File: src/rtl/core/wrct_pkg.sv
// Types and constants of the work/rest cycle timer.
package wrct_pkg;

    typedef enum logic [2:0] {
        MODE_INIT   = 3'd0,
        MODE_WORK   = 3'd1,
        MODE_SHORT  = 3'd2,
        MODE_LONG   = 3'd3,
        MODE_PAUSE  = 3'd4,
        MODE_RESET  = 3'd5,
        MODE_APAUSE = 3'd6,
        MODE_ARESET = 3'd7
    } wrct_mode_t;

    typedef enum logic [1:0] {
        REASON_NONE = 2'd0,
        REASON_IDLE = 2'd1,
        REASON_FULL = 2'd2
    } wrct_reason_t;

    localparam logic [3:0] ACT_TICK   = 4'd0;
    localparam logic [3:0] ACT_WORK   = 4'd1;
    localparam logic [3:0] ACT_SHORT  = 4'd2;
    localparam logic [3:0] ACT_LONG   = 4'd3;
    localparam logic [3:0] ACT_DELAY  = 4'd4;
    localparam logic [3:0] ACT_SKIP   = 4'd5;
    localparam logic [3:0] ACT_PAUSE  = 4'd6;
    localparam logic [3:0] ACT_RESUME = 4'd7;
    localparam logic [3:0] ACT_RESET  = 4'd8;

    // Register indexes on the config port
    localparam logic [2:0] REG_WORK_SECONDS   = 3'd0;
    localparam logic [2:0] REG_SHORT_SECONDS  = 3'd1;
    localparam logic [2:0] REG_LONG_SECONDS   = 3'd2;
    localparam logic [2:0] REG_LONG_EVERY     = 3'd3;
    localparam logic [2:0] REG_APAUSE_IDLE    = 3'd4;
    localparam logic [2:0] REG_ARESET_IDLE    = 3'd5;
    localparam logic [2:0] REG_ENABLE_BITS    = 3'd6;

    // enable_bits positions
    localparam int EN_LONG   = 0;
    localparam int EN_APAUSE = 1;
    localparam int EN_FULL   = 2;
    localparam int EN_ARESET = 3;

    localparam logic [15:0] DELAY_SECONDS = 16'd300;
    localparam logic [15:0] ELAPSED_MAX   = 16'hFFFF;
    localparam logic [7:0]  COUNT_MAX     = 8'hFF;

    typedef struct packed {
        logic [15:0] work_seconds;
        logic [15:0] short_rest_seconds;
        logic [15:0] long_rest_seconds;
        logic [7:0]  long_rest_every;
        logic [15:0] auto_pause_idle_seconds;
        logic [15:0] auto_reset_idle_seconds;
        logic [3:0]  enable_bits;
    } wrct_cfg_t;

    typedef struct packed {
        logic [3:0]  action;
        logic [15:0] idle_seconds;
        logic        fullscreen_now;
        logic        fullscreen_check_due;
    } wrct_item_t;

    typedef struct packed {
        logic         accepted;
        wrct_reason_t pause_reason;
        logic [7:0]   short_rest_count;
        logic [15:0]  elapsed_seconds;
        wrct_mode_t   status;
    } wrct_result_t;

endpackage

File: src/rtl/core/wrct_cfg_regs.sv
// Configuration register file of the work/rest cycle timer.
module wrct_cfg_regs
(
    input  logic               clk,
    input  logic               rst_n,
    input  logic               wr_en,
    input  logic [2:0]         wr_index,
    input  logic [15:0]        wr_data,
    output wrct_pkg::wrct_cfg_t cfg
);
    import wrct_pkg::*;

    wrct_cfg_t cfg_reg;

    always_ff @(posedge clk or negedge rst_n)
    begin
        if (!rst_n)
        begin
            cfg_reg <= '0;
        end
        else if (wr_en)
        begin
            unique case (wr_index)
                REG_WORK_SECONDS:  cfg_reg.work_seconds            <= wr_data;
                REG_SHORT_SECONDS: cfg_reg.short_rest_seconds      <= wr_data;
                REG_LONG_SECONDS:  cfg_reg.long_rest_seconds       <= wr_data;
                REG_LONG_EVERY:    cfg_reg.long_rest_every         <= wr_data[7:0];
                REG_APAUSE_IDLE:   cfg_reg.auto_pause_idle_seconds <= wr_data;
                REG_ARESET_IDLE:   cfg_reg.auto_reset_idle_seconds <= wr_data;
                REG_ENABLE_BITS:   cfg_reg.enable_bits             <= wr_data[3:0];
                default:           ; // index beyond the list: dropped
            endcase
        end
    end

    assign cfg = cfg_reg;

endmodule

File: src/rtl/core/wrct_seq.sv
// Sequencer state registers and per-item next-state logic.
module wrct_seq
(
    input  logic                   clk,
    input  logic                   rst_n,
    input  logic                   commit,
    input  wrct_pkg::wrct_item_t   item,
    input  wrct_pkg::wrct_cfg_t    cfg,
    output wrct_pkg::wrct_result_t result
);
    import wrct_pkg::*;

    wrct_mode_t   mode_reg,   mode_next;
    logic [15:0]  elapsed_reg, elapsed_next;
    logic [7:0]   count_reg,  count_next;
    wrct_reason_t reason_reg, reason_next;
    logic         ok;

    logic [15:0] elapsed_inc;
    logic [7:0]  count_inc;
    logic [7:0]  count_dec;
    logic [15:0] delay_load;
    logic        en_long, en_apause, en_full, en_areset;
    logic        idle_ge_ap, idle_ge_ar;

    assign elapsed_inc = (elapsed_reg == ELAPSED_MAX) ? elapsed_reg : elapsed_reg + 16'd1;
    assign count_inc   = (count_reg == COUNT_MAX) ? count_reg : count_reg + 8'd1;
    assign count_dec   = (count_reg == 8'd0) ? count_reg : count_reg - 8'd1;
    assign delay_load  = (cfg.work_seconds >= DELAY_SECONDS) ?
                         cfg.work_seconds - DELAY_SECONDS : 16'd0;
    assign en_long     = cfg.enable_bits[EN_LONG];
    assign en_apause   = cfg.enable_bits[EN_APAUSE];
    assign en_full     = cfg.enable_bits[EN_FULL];
    assign en_areset   = cfg.enable_bits[EN_ARESET];
    assign idle_ge_ap  = item.idle_seconds >= cfg.auto_pause_idle_seconds;
    assign idle_ge_ar  = item.idle_seconds >= cfg.auto_reset_idle_seconds;

    always_comb
    begin
        mode_next    = mode_reg;
        elapsed_next = elapsed_reg;
        count_next   = count_reg;
        reason_next  = reason_reg;
        ok           = 1'b0;

        unique case (item.action)
            ACT_TICK:
            begin
                ok = 1'b1;
                unique case (mode_reg)
                    MODE_WORK:
                    begin
                        priority if (en_full && item.fullscreen_check_due &&
                                     item.fullscreen_now)
                        begin
                            mode_next   = MODE_APAUSE;
                            reason_next = REASON_FULL;
                        end
                        else if (en_apause && idle_ge_ap)
                        begin
                            mode_next   = MODE_APAUSE;
                            reason_next = REASON_IDLE;
                        end
                        else if (en_areset && idle_ge_ar)
                        begin
                            mode_next    = MODE_ARESET;
                            elapsed_next = '0;
                            count_next   = '0;
                        end
                        else if (elapsed_inc >= cfg.work_seconds)
                        begin
                            elapsed_next = '0;
                            if (en_long && count_reg >= cfg.long_rest_every)
                            begin
                                mode_next  = MODE_LONG;
                                count_next = '0;
                            end
                            else
                            begin
                                mode_next  = MODE_SHORT;
                                count_next = count_inc;
                            end
                        end
                        else
                        begin
                            elapsed_next = elapsed_inc;
                        end
                    end
                    MODE_SHORT:
                    begin
                        if (elapsed_inc >= cfg.short_rest_seconds)
                        begin
                            mode_next    = MODE_WORK;
                            elapsed_next = '0;
                        end
                        else
                        begin
                            elapsed_next = elapsed_inc;
                        end
                    end
                    MODE_LONG:
                    begin
                        if (en_long && elapsed_inc >= cfg.long_rest_seconds)
                        begin
                            mode_next    = MODE_WORK;
                            elapsed_next = '0;
                        end
                        else
                        begin
                            elapsed_next = elapsed_inc;
                        end
                    end
                    MODE_APAUSE:
                    begin
                        // fullscreen pause holds while fullscreen stays on;
                        // once it drops, fall through to the idle checks
                        if (!(reason_reg == REASON_FULL && item.fullscreen_now))
                        begin
                            if (reason_reg == REASON_FULL)
                            begin
                                mode_next   = MODE_WORK;
                                reason_next = REASON_NONE;
                            end
                            priority if (en_apause && !idle_ge_ap)
                            begin
                                mode_next   = MODE_WORK;
                                reason_next = REASON_NONE;
                            end
                            else if (en_areset && idle_ge_ar)
                            begin
                                mode_next    = MODE_ARESET;
                                elapsed_next = '0;
                                count_next   = '0;
                                reason_next  = REASON_NONE;
                            end
                            else
                            begin
                            end
                        end
                    end
                    MODE_ARESET:
                    begin
                        if (en_areset && !idle_ge_ar)
                        begin
                            mode_next    = MODE_WORK;
                            elapsed_next = '0;
                        end
                    end
                    default: ;
                endcase
            end
            ACT_WORK:
            begin
                if (mode_reg == MODE_INIT || mode_reg == MODE_SHORT ||
                    mode_reg == MODE_LONG || mode_reg == MODE_RESET)
                begin
                    mode_next    = MODE_WORK;
                    elapsed_next = '0;
                    ok           = 1'b1;
                end
                else if (mode_reg == MODE_PAUSE)
                begin
                    mode_next = MODE_WORK;
                    ok        = 1'b1;
                end
            end
            ACT_SHORT:
            begin
                if (mode_reg == MODE_WORK || mode_reg == MODE_RESET)
                begin
                    mode_next    = MODE_SHORT;
                    elapsed_next = '0;
                    count_next   = count_inc;
                    ok           = 1'b1;
                end
            end
            ACT_LONG:
            begin
                if (mode_reg == MODE_WORK || mode_reg == MODE_RESET)
                begin
                    mode_next    = MODE_LONG;
                    elapsed_next = '0;
                    count_next   = '0;
                    ok           = 1'b1;
                end
            end
            ACT_DELAY:
            begin
                if (mode_reg == MODE_SHORT || mode_reg == MODE_LONG)
                begin
                    mode_next  = MODE_WORK;
                    count_next = count_dec;
                end
                elapsed_next = delay_load;
                ok           = 1'b1;
            end
            ACT_SKIP:
            begin
                if (mode_reg == MODE_SHORT || mode_reg == MODE_LONG)
                begin
                    mode_next    = MODE_WORK;
                    elapsed_next = '0;
                    ok           = 1'b1;
                end
                else if (mode_reg == MODE_WORK)
                begin
                    elapsed_next = '0;
                    count_next   = '0;
                    ok           = 1'b1;
                end
            end
            ACT_PAUSE:
            begin
                if (mode_reg == MODE_WORK)
                begin
                    mode_next = MODE_PAUSE;
                    ok        = 1'b1;
                end
            end
            ACT_RESUME:
            begin
                if (mode_reg == MODE_PAUSE)
                begin
                    mode_next = MODE_WORK;
                    ok        = 1'b1;
                end
            end
            ACT_RESET:
            begin
                if (mode_reg == MODE_WORK || mode_reg == MODE_SHORT ||
                    mode_reg == MODE_LONG || mode_reg == MODE_PAUSE)
                begin
                    mode_next    = MODE_RESET;
                    elapsed_next = '0;
                    count_next   = '0;
                    ok           = 1'b1;
                end
            end
            default: ; // unknown action: refused, no change
        endcase
    end

    always_ff @(posedge clk or negedge rst_n)
    begin
        if (!rst_n)
        begin
            mode_reg    <= MODE_INIT;
            elapsed_reg <= '0;
            count_reg   <= '0;
            reason_reg  <= REASON_NONE;
        end
        else if (commit)
        begin
            mode_reg    <= mode_next;
            elapsed_reg <= elapsed_next;
            count_reg   <= count_next;
            reason_reg  <= reason_next;
        end
    end

    always_comb
    begin
        result.status           = mode_next;
        result.elapsed_seconds  = elapsed_next;
        result.short_rest_count = count_next;
        result.pause_reason     = reason_next;
        result.accepted         = ok;
    end

endmodule

File: src/rtl/core/work_rest_cycle_timer_core.sv
// Top level of the work/rest cycle timer: input stage, sequencer, result register.
//
//  channel   dir  handshake                     payload
//  s_axis    in   s_axis_tvalid/s_axis_tready   tuser action, tdata idle + fullscreen flags
//  m_axis    out  m_axis_tvalid/m_axis_tready   tdata status/elapsed/count/reason/accepted
//  cfg       in   cfg_valid/cfg_ready           cfg_index, cfg_data (always ready)
//
//  One beat per clock sustained while m_axis is not stalled. A beat lands in the input
//  register, and in the cycle it moves on the sequencer state and the result register
//  update together, so a result reaches m_axis through the input and result registers.
//  rst_n clears the mode, counters, config registers and both valid flags.
//  A stall on m_axis holds the result; the input register still takes one beat,
//  after which s_axis_tready drops until the result is taken.
module work_rest_cycle_timer_core
(
    input  logic        clk,
    input  logic        rst_n,
    // slave stream: one tick or command per beat
    input  logic        s_axis_tvalid,
    output logic        s_axis_tready,
    input  logic [23:0] s_axis_tdata,  // [15:0] idle_seconds, [16] fullscreen_now,
                                       // [17] fullscreen_check_due, [23:18] zero
    input  logic [3:0]  s_axis_tuser,  // [3:0] action
    // master stream: one result per input beat
    output logic        m_axis_tvalid,
    input  logic        m_axis_tready,
    output logic [31:0] m_axis_tdata,  // [2:0] status, [18:3] elapsed_seconds,
                                       // [26:19] short_rest_count, [28:27] pause_reason,
                                       // [29] accepted, [31:30] zero
    // config write channel
    input  logic        cfg_valid,
    output logic        cfg_ready,
    input  logic [2:0]  cfg_index,
    input  logic [15:0] cfg_data
);
    import wrct_pkg::*;

    wrct_cfg_t    cfg;
    wrct_item_t   item_reg;
    logic         item_valid_reg;
    wrct_result_t step_result;
    wrct_result_t result_reg;
    logic         out_valid_reg;
    logic         advance;
    logic         in_take;

    assign cfg_ready = 1'b1;

    wrct_cfg_regs u_cfg
    (
        .clk      (clk),
        .rst_n    (rst_n),
        .wr_en    (cfg_valid & cfg_ready),
        .wr_index (cfg_index),
        .wr_data  (cfg_data),
        .cfg      (cfg)
    );

    // Item moves from the input register into the sequencer when the
    // result register is empty or being drained this cycle.
    assign advance       = !out_valid_reg || m_axis_tready;
    assign s_axis_tready = !item_valid_reg || advance;
    assign in_take       = s_axis_tvalid && s_axis_tready;

    always_ff @(posedge clk or negedge rst_n)
    begin
        if (!rst_n)
        begin
            item_valid_reg <= 1'b0;
        end
        else if (s_axis_tready)
        begin
            item_valid_reg <= s_axis_tvalid;
        end
    end

    always_ff @(posedge clk)
    begin
        if (in_take)
        begin
            item_reg.action               <= s_axis_tuser;
            item_reg.idle_seconds         <= s_axis_tdata[15:0];
            item_reg.fullscreen_now       <= s_axis_tdata[16];
            item_reg.fullscreen_check_due <= s_axis_tdata[17];
        end
    end

    wrct_seq u_seq
    (
        .clk    (clk),
        .rst_n  (rst_n),
        .commit (item_valid_reg && advance),
        .item   (item_reg),
        .cfg    (cfg),
        .result (step_result)
    );

    always_ff @(posedge clk or negedge rst_n)
    begin
        if (!rst_n)
        begin
            out_valid_reg <= 1'b0;
        end
        else if (advance)
        begin
            out_valid_reg <= item_valid_reg;
        end
    end

    always_ff @(posedge clk)
    begin
        if (advance && item_valid_reg)
        begin
            result_reg <= step_result;
        end
    end

    assign m_axis_tvalid = out_valid_reg;
    assign m_axis_tdata  = {2'b00, result_reg};

endmodule

File: config.mk
export PLATFORM = sky130hd
export DESIGN_NAME = work_rest_cycle_timer_core
export DESIGN_NICKNAME = d
export VERILOG_FILES = /design/src/rtl/core/wrct_pkg.sv /design/src/rtl/core/wrct_cfg_regs.sv /design/src/rtl/core/wrct_seq.sv /design/src/rtl/core/work_rest_cycle_timer_core.sv
export SDC_FILE = /design/constraint.sdc
export NUM_CORES = 1
export LEC_CHECK = 0
export ABC_AREA = 0
export BUFFER_PORTS_ARGS = -buffer_cell sky130_fd_sc_hd__buf_4
export CAP_MARGIN = 20
export CORE_MARGIN = 5
export CORE_UTILIZATION = 55
export CTS_CLUSTER_SIZE = 12
export DETAILED_ROUTE_END_ITERATION = 7
export PLACE_DENSITY_LB_ADDON = 0.2
export SETUP_SLACK_MARGIN = 0.15
export SLEW_MARGIN = 20
export SYNTH_ARGS = -nofsm -noshare
export SYNTH_HDL_FRONTEND = slang
export SYNTH_SLANG_ARGS = --single-unit
export TNS_END_PERCENT = 20
File: constraint.sdc
create_clock -name clk -period 5.1 [get_ports clk]
set_input_delay 0.765 -clock clk [delete_from_list [all_inputs] [get_ports clk]]
set_output_delay 0.765 -clock clk [all_outputs]
set_load 0.005 [all_outputs]
==> reports/summary.txt <==
Drt pass-1 iters - 6
Clock latency at the later pin of the worst-skew pair - 0.44 ns
Root Driver - clkbuf_16
Sequential area share after synthesis - 41.29%
Vias - 9573
P&R area growth vs syn - 13.38%
Fin nets - 1436
Worst setup path start - u_seq.elapsed_reg[0]
Final core utilization - 63.17%
Lkg Pwr - 5.638 nW
Netlist Area Pre-Place - 11240 um^2
Drt initial violations - 725
Die area - 23390 um^2
Post-Syn Instances - 1227
Finished Layout Cells - 1574
RSZ-0062 raised after global routing - yes
Largest register FFs - 92
Routability cong. - 0.9038
Post-CTS Setup Inserts - 0
Min-delay worst type - input pin to asynchronous set/reset pin
Final WL - 29170 um
Total GRT Usage - 25.07%
Commonest non-fill, non-tap cell in the layout - nand2_1
Final Hold Viols - 0
Yosys cell types - 84
Synthesized area per cell - 9.158 um^2
Ratio of cells with drive above 1 in the final layout - 14.80%
Final setup fails - 0
Initial Util - 55.71%
Flop-to-flop setup slack - 0.58 ns
Ys async rst share - 70.29%
H-tree depth - 4
WP data arrival - 4.84 ns
#FFs+latches synth - 175
Origin of the critical flop-to-flop path - u_seq.elapsed_reg[0]
VDD IR max - 0.2281 mV
Die height - 152.9 um
Worst slew margin relative to its limit - 27.68%
Core ar. - 20170 um^2
Worst-Margin Slew - 1.085 ns
CTS tree - yes
Max-slew violations - 0
Total power divided by cell area - 390.6 nW/um^2
Crit path max fanout - 12
Die width - 152.9 um
First-pass GRT wire length - 47820 um
Number of buffers created by CTS - 17
DRC - 0
Post-synth EDFFs - 52
CP required - 5.42 ns
ANT nets after route - 0
Largest net degree at the start of global routing - 67
YS warnings - 0
Vias in the first global route - 9087
Top FF cell, synth - dfrtp_1
Antenna fix cells - 0
Worst R2R Path Depth - 15
Post-Place Cell Area - 12120 um^2
Dpl cells - 1542
Rows - 52
Clock Pin Slew Worst Setup and Hold Paths - 0.07 ns
Fin crit share - 88.68%
Max clock buf depth - 2
Crit. End Element - flop
Clock Sink Count - 175
Top Ports - 87
Tmin final - 4.523 ns
Vias per cell - 6.082
Worst reg2reg endpoint - u_seq.count_reg[1]
DR WL/cell - 18.53 um
Most frequent cells in the layout - 130 x nand2_1, 123 x dfrtp_1, 122 x o21ai_0
Max Clk Rate - 221.1 MHz
Dpl hpwl - 21540 um
Tot Pwr - 0.004977 W
Setup TNS - 0 ns
WS Path Type - flop to flop
Hold-fix buffers, CTS - 0
Startpoint types - flop
Initial antenna violation count - 0
Final clock skew - 0.009931 ns
Total grt overflow - 0
Status - completed
PortBufs - 77
Design area - 12740 um^2
Maxcap violations - 0
cell type report:
| class | instances | area [um^2] |
|---|---|---|
| inverter | 102 | 382.9 |
| clock buffer | 21 | 470.5 |
| tap | 270 | 337.8 |
| clock inverter | 11 | 146.4 |
| timing repair buffer | 100 | 750.7 |
| sequential | 175 | 4639 |
| multi-input combinational | 895 | 6013 |
| fill | 1740 | 7428 |
metrics by stage:
| stage | hold slack (ns) | setup slack, ns |
|---|---|---|
| 6_report | 0.4567 | 0.5774 |
| 5_1_grt | 0.4852 | 0.1109 |
| 4_1_cts | 0.4894 | 0.4407 |
| 3_5_place_dp | 0.4755 | 0.4965 |
| 3_3_place_gp | 0.4685 | 0.5322 |
| 2_1_floorplan | 0.4572 | 0.9866 |
layer usage:
layer	track usage [%]	up-vias	part of all wire, %
li1	-	4605	-
met1	36.23	4550	45
met2	38.78	369	46
met3	4.863	49	6.9
met4	7.043	0	2.0
met5	0	-	0
cells in the mapped netlist (all sizes together), types with 3 or more instances:
cell | count | share of area [%]
inv | 101 | 3.4
a2111oi | 5 | 0.45
clkbuf | 47 | 1.6
buf | 9 | 0.51
nor2b | 9 | 0.50
o211ai | 4 | 0.27
nand2b | 15 | 0.84
a211oi | 18 | 1.2
mux2 | 34 | 3.4
a311oi | 3 | 0.23
a31o | 5 | 0.39
a21boi | 5 | 0.33
o41a | 3 | 0.30
a31oi | 19 | 1.1
and2 | 5 | 0.28
a21o | 13 | 0.87
or3 | 4 | 0.27
o31ai | 15 | 1.1
o22ai | 4 | 0.22
nor3 | 26 | 1.2
a211o | 18 | 1.4
a221o | 7 | 0.62
nor4 | 6 | 0.47
a22o | 4 | 0.31
nand4 | 16 | 0.95
nand3 | 27 | 1.2
or4b | 3 | 0.27
and3 | 16 | 0.89
o21ai | 127 | 5.7
nor3b | 7 | 0.47
dfrtp | 123 | 27
nor2 | 80 | 2.7
a221oi | 4 | 0.31
a21oi | 77 | 3.4
nand2 | 130 | 4.3
o41ai | 8 | 0.79
and4 | 3 | 0.23
nand4b | 4 | 0.31
o21a | 8 | 0.53
or2 | 8 | 0.45
a22oi | 7 | 0.47
xnor2 | 20 | 1.6
edfxtp | 52 | 14
ha | 93 | 10
power by group:
group	switching, W	internal, W
Clock	0.000587	0.000778
Sequential	0.000251	0.00171
Combinational	0.000957	0.000689
Total	0.00179	0.00318
what timing repair did:
| item | 4_1_cts | 5_1_grt |
|---|---|---|
| gates resized for setup | 0 | 2 |
| endpoints found under the hold margin | 0 | 0 |
| endpoints found under the setup margin | 0 | 12 |
critical path: stages (launching register included):
cell,delay (ns)
dfrtp_1,0.49
ha_1,0.28
nand2_1,0.14
nor3_1,0.08
a21oi_1,0.42
nand3_1,0.20
xnor2_2,0.24
ha_1,0.31
o21ai_0,0.08
a2111oi_0,0.43
a31oi_1,0.19
and2_2,0.31
o41a_1,0.38
o21ai_0,0.35
a31oi_1,0.18
a211o_1,0.31
kinds of logic (layout without fill, tap and decap cells):
logic type / count (synthesis) / count (layout) / synth area share [%]
xor gates and xnor gates: 22 / 22 / 1.715
muxes: 36 / 36 / 3.585
DFF: 175 / 175 / 41.29
AOI/OAI and AO/OA: 374 / 374 / 21.58
buffers and inverters: 158 / 234 / 5.489
other: 2 / 3 / 0.06683
and+or+nand+nor: 366 / 366 / 15.83
adders and majority gates: 94 / 94 / 10.44
how the worst max path moves through the flow:
stage / end
global route: u_seq.count_reg[5]
global placement: m_axis_tdata[6]
floorplan: m_axis_tdata[21]
finish: u_seq.count_reg[1]
detailed placement: u_seq.count_reg[1]
CTS: m_axis_tdata[6]
No activity file was read; power rests on OpenSTA's default activity.
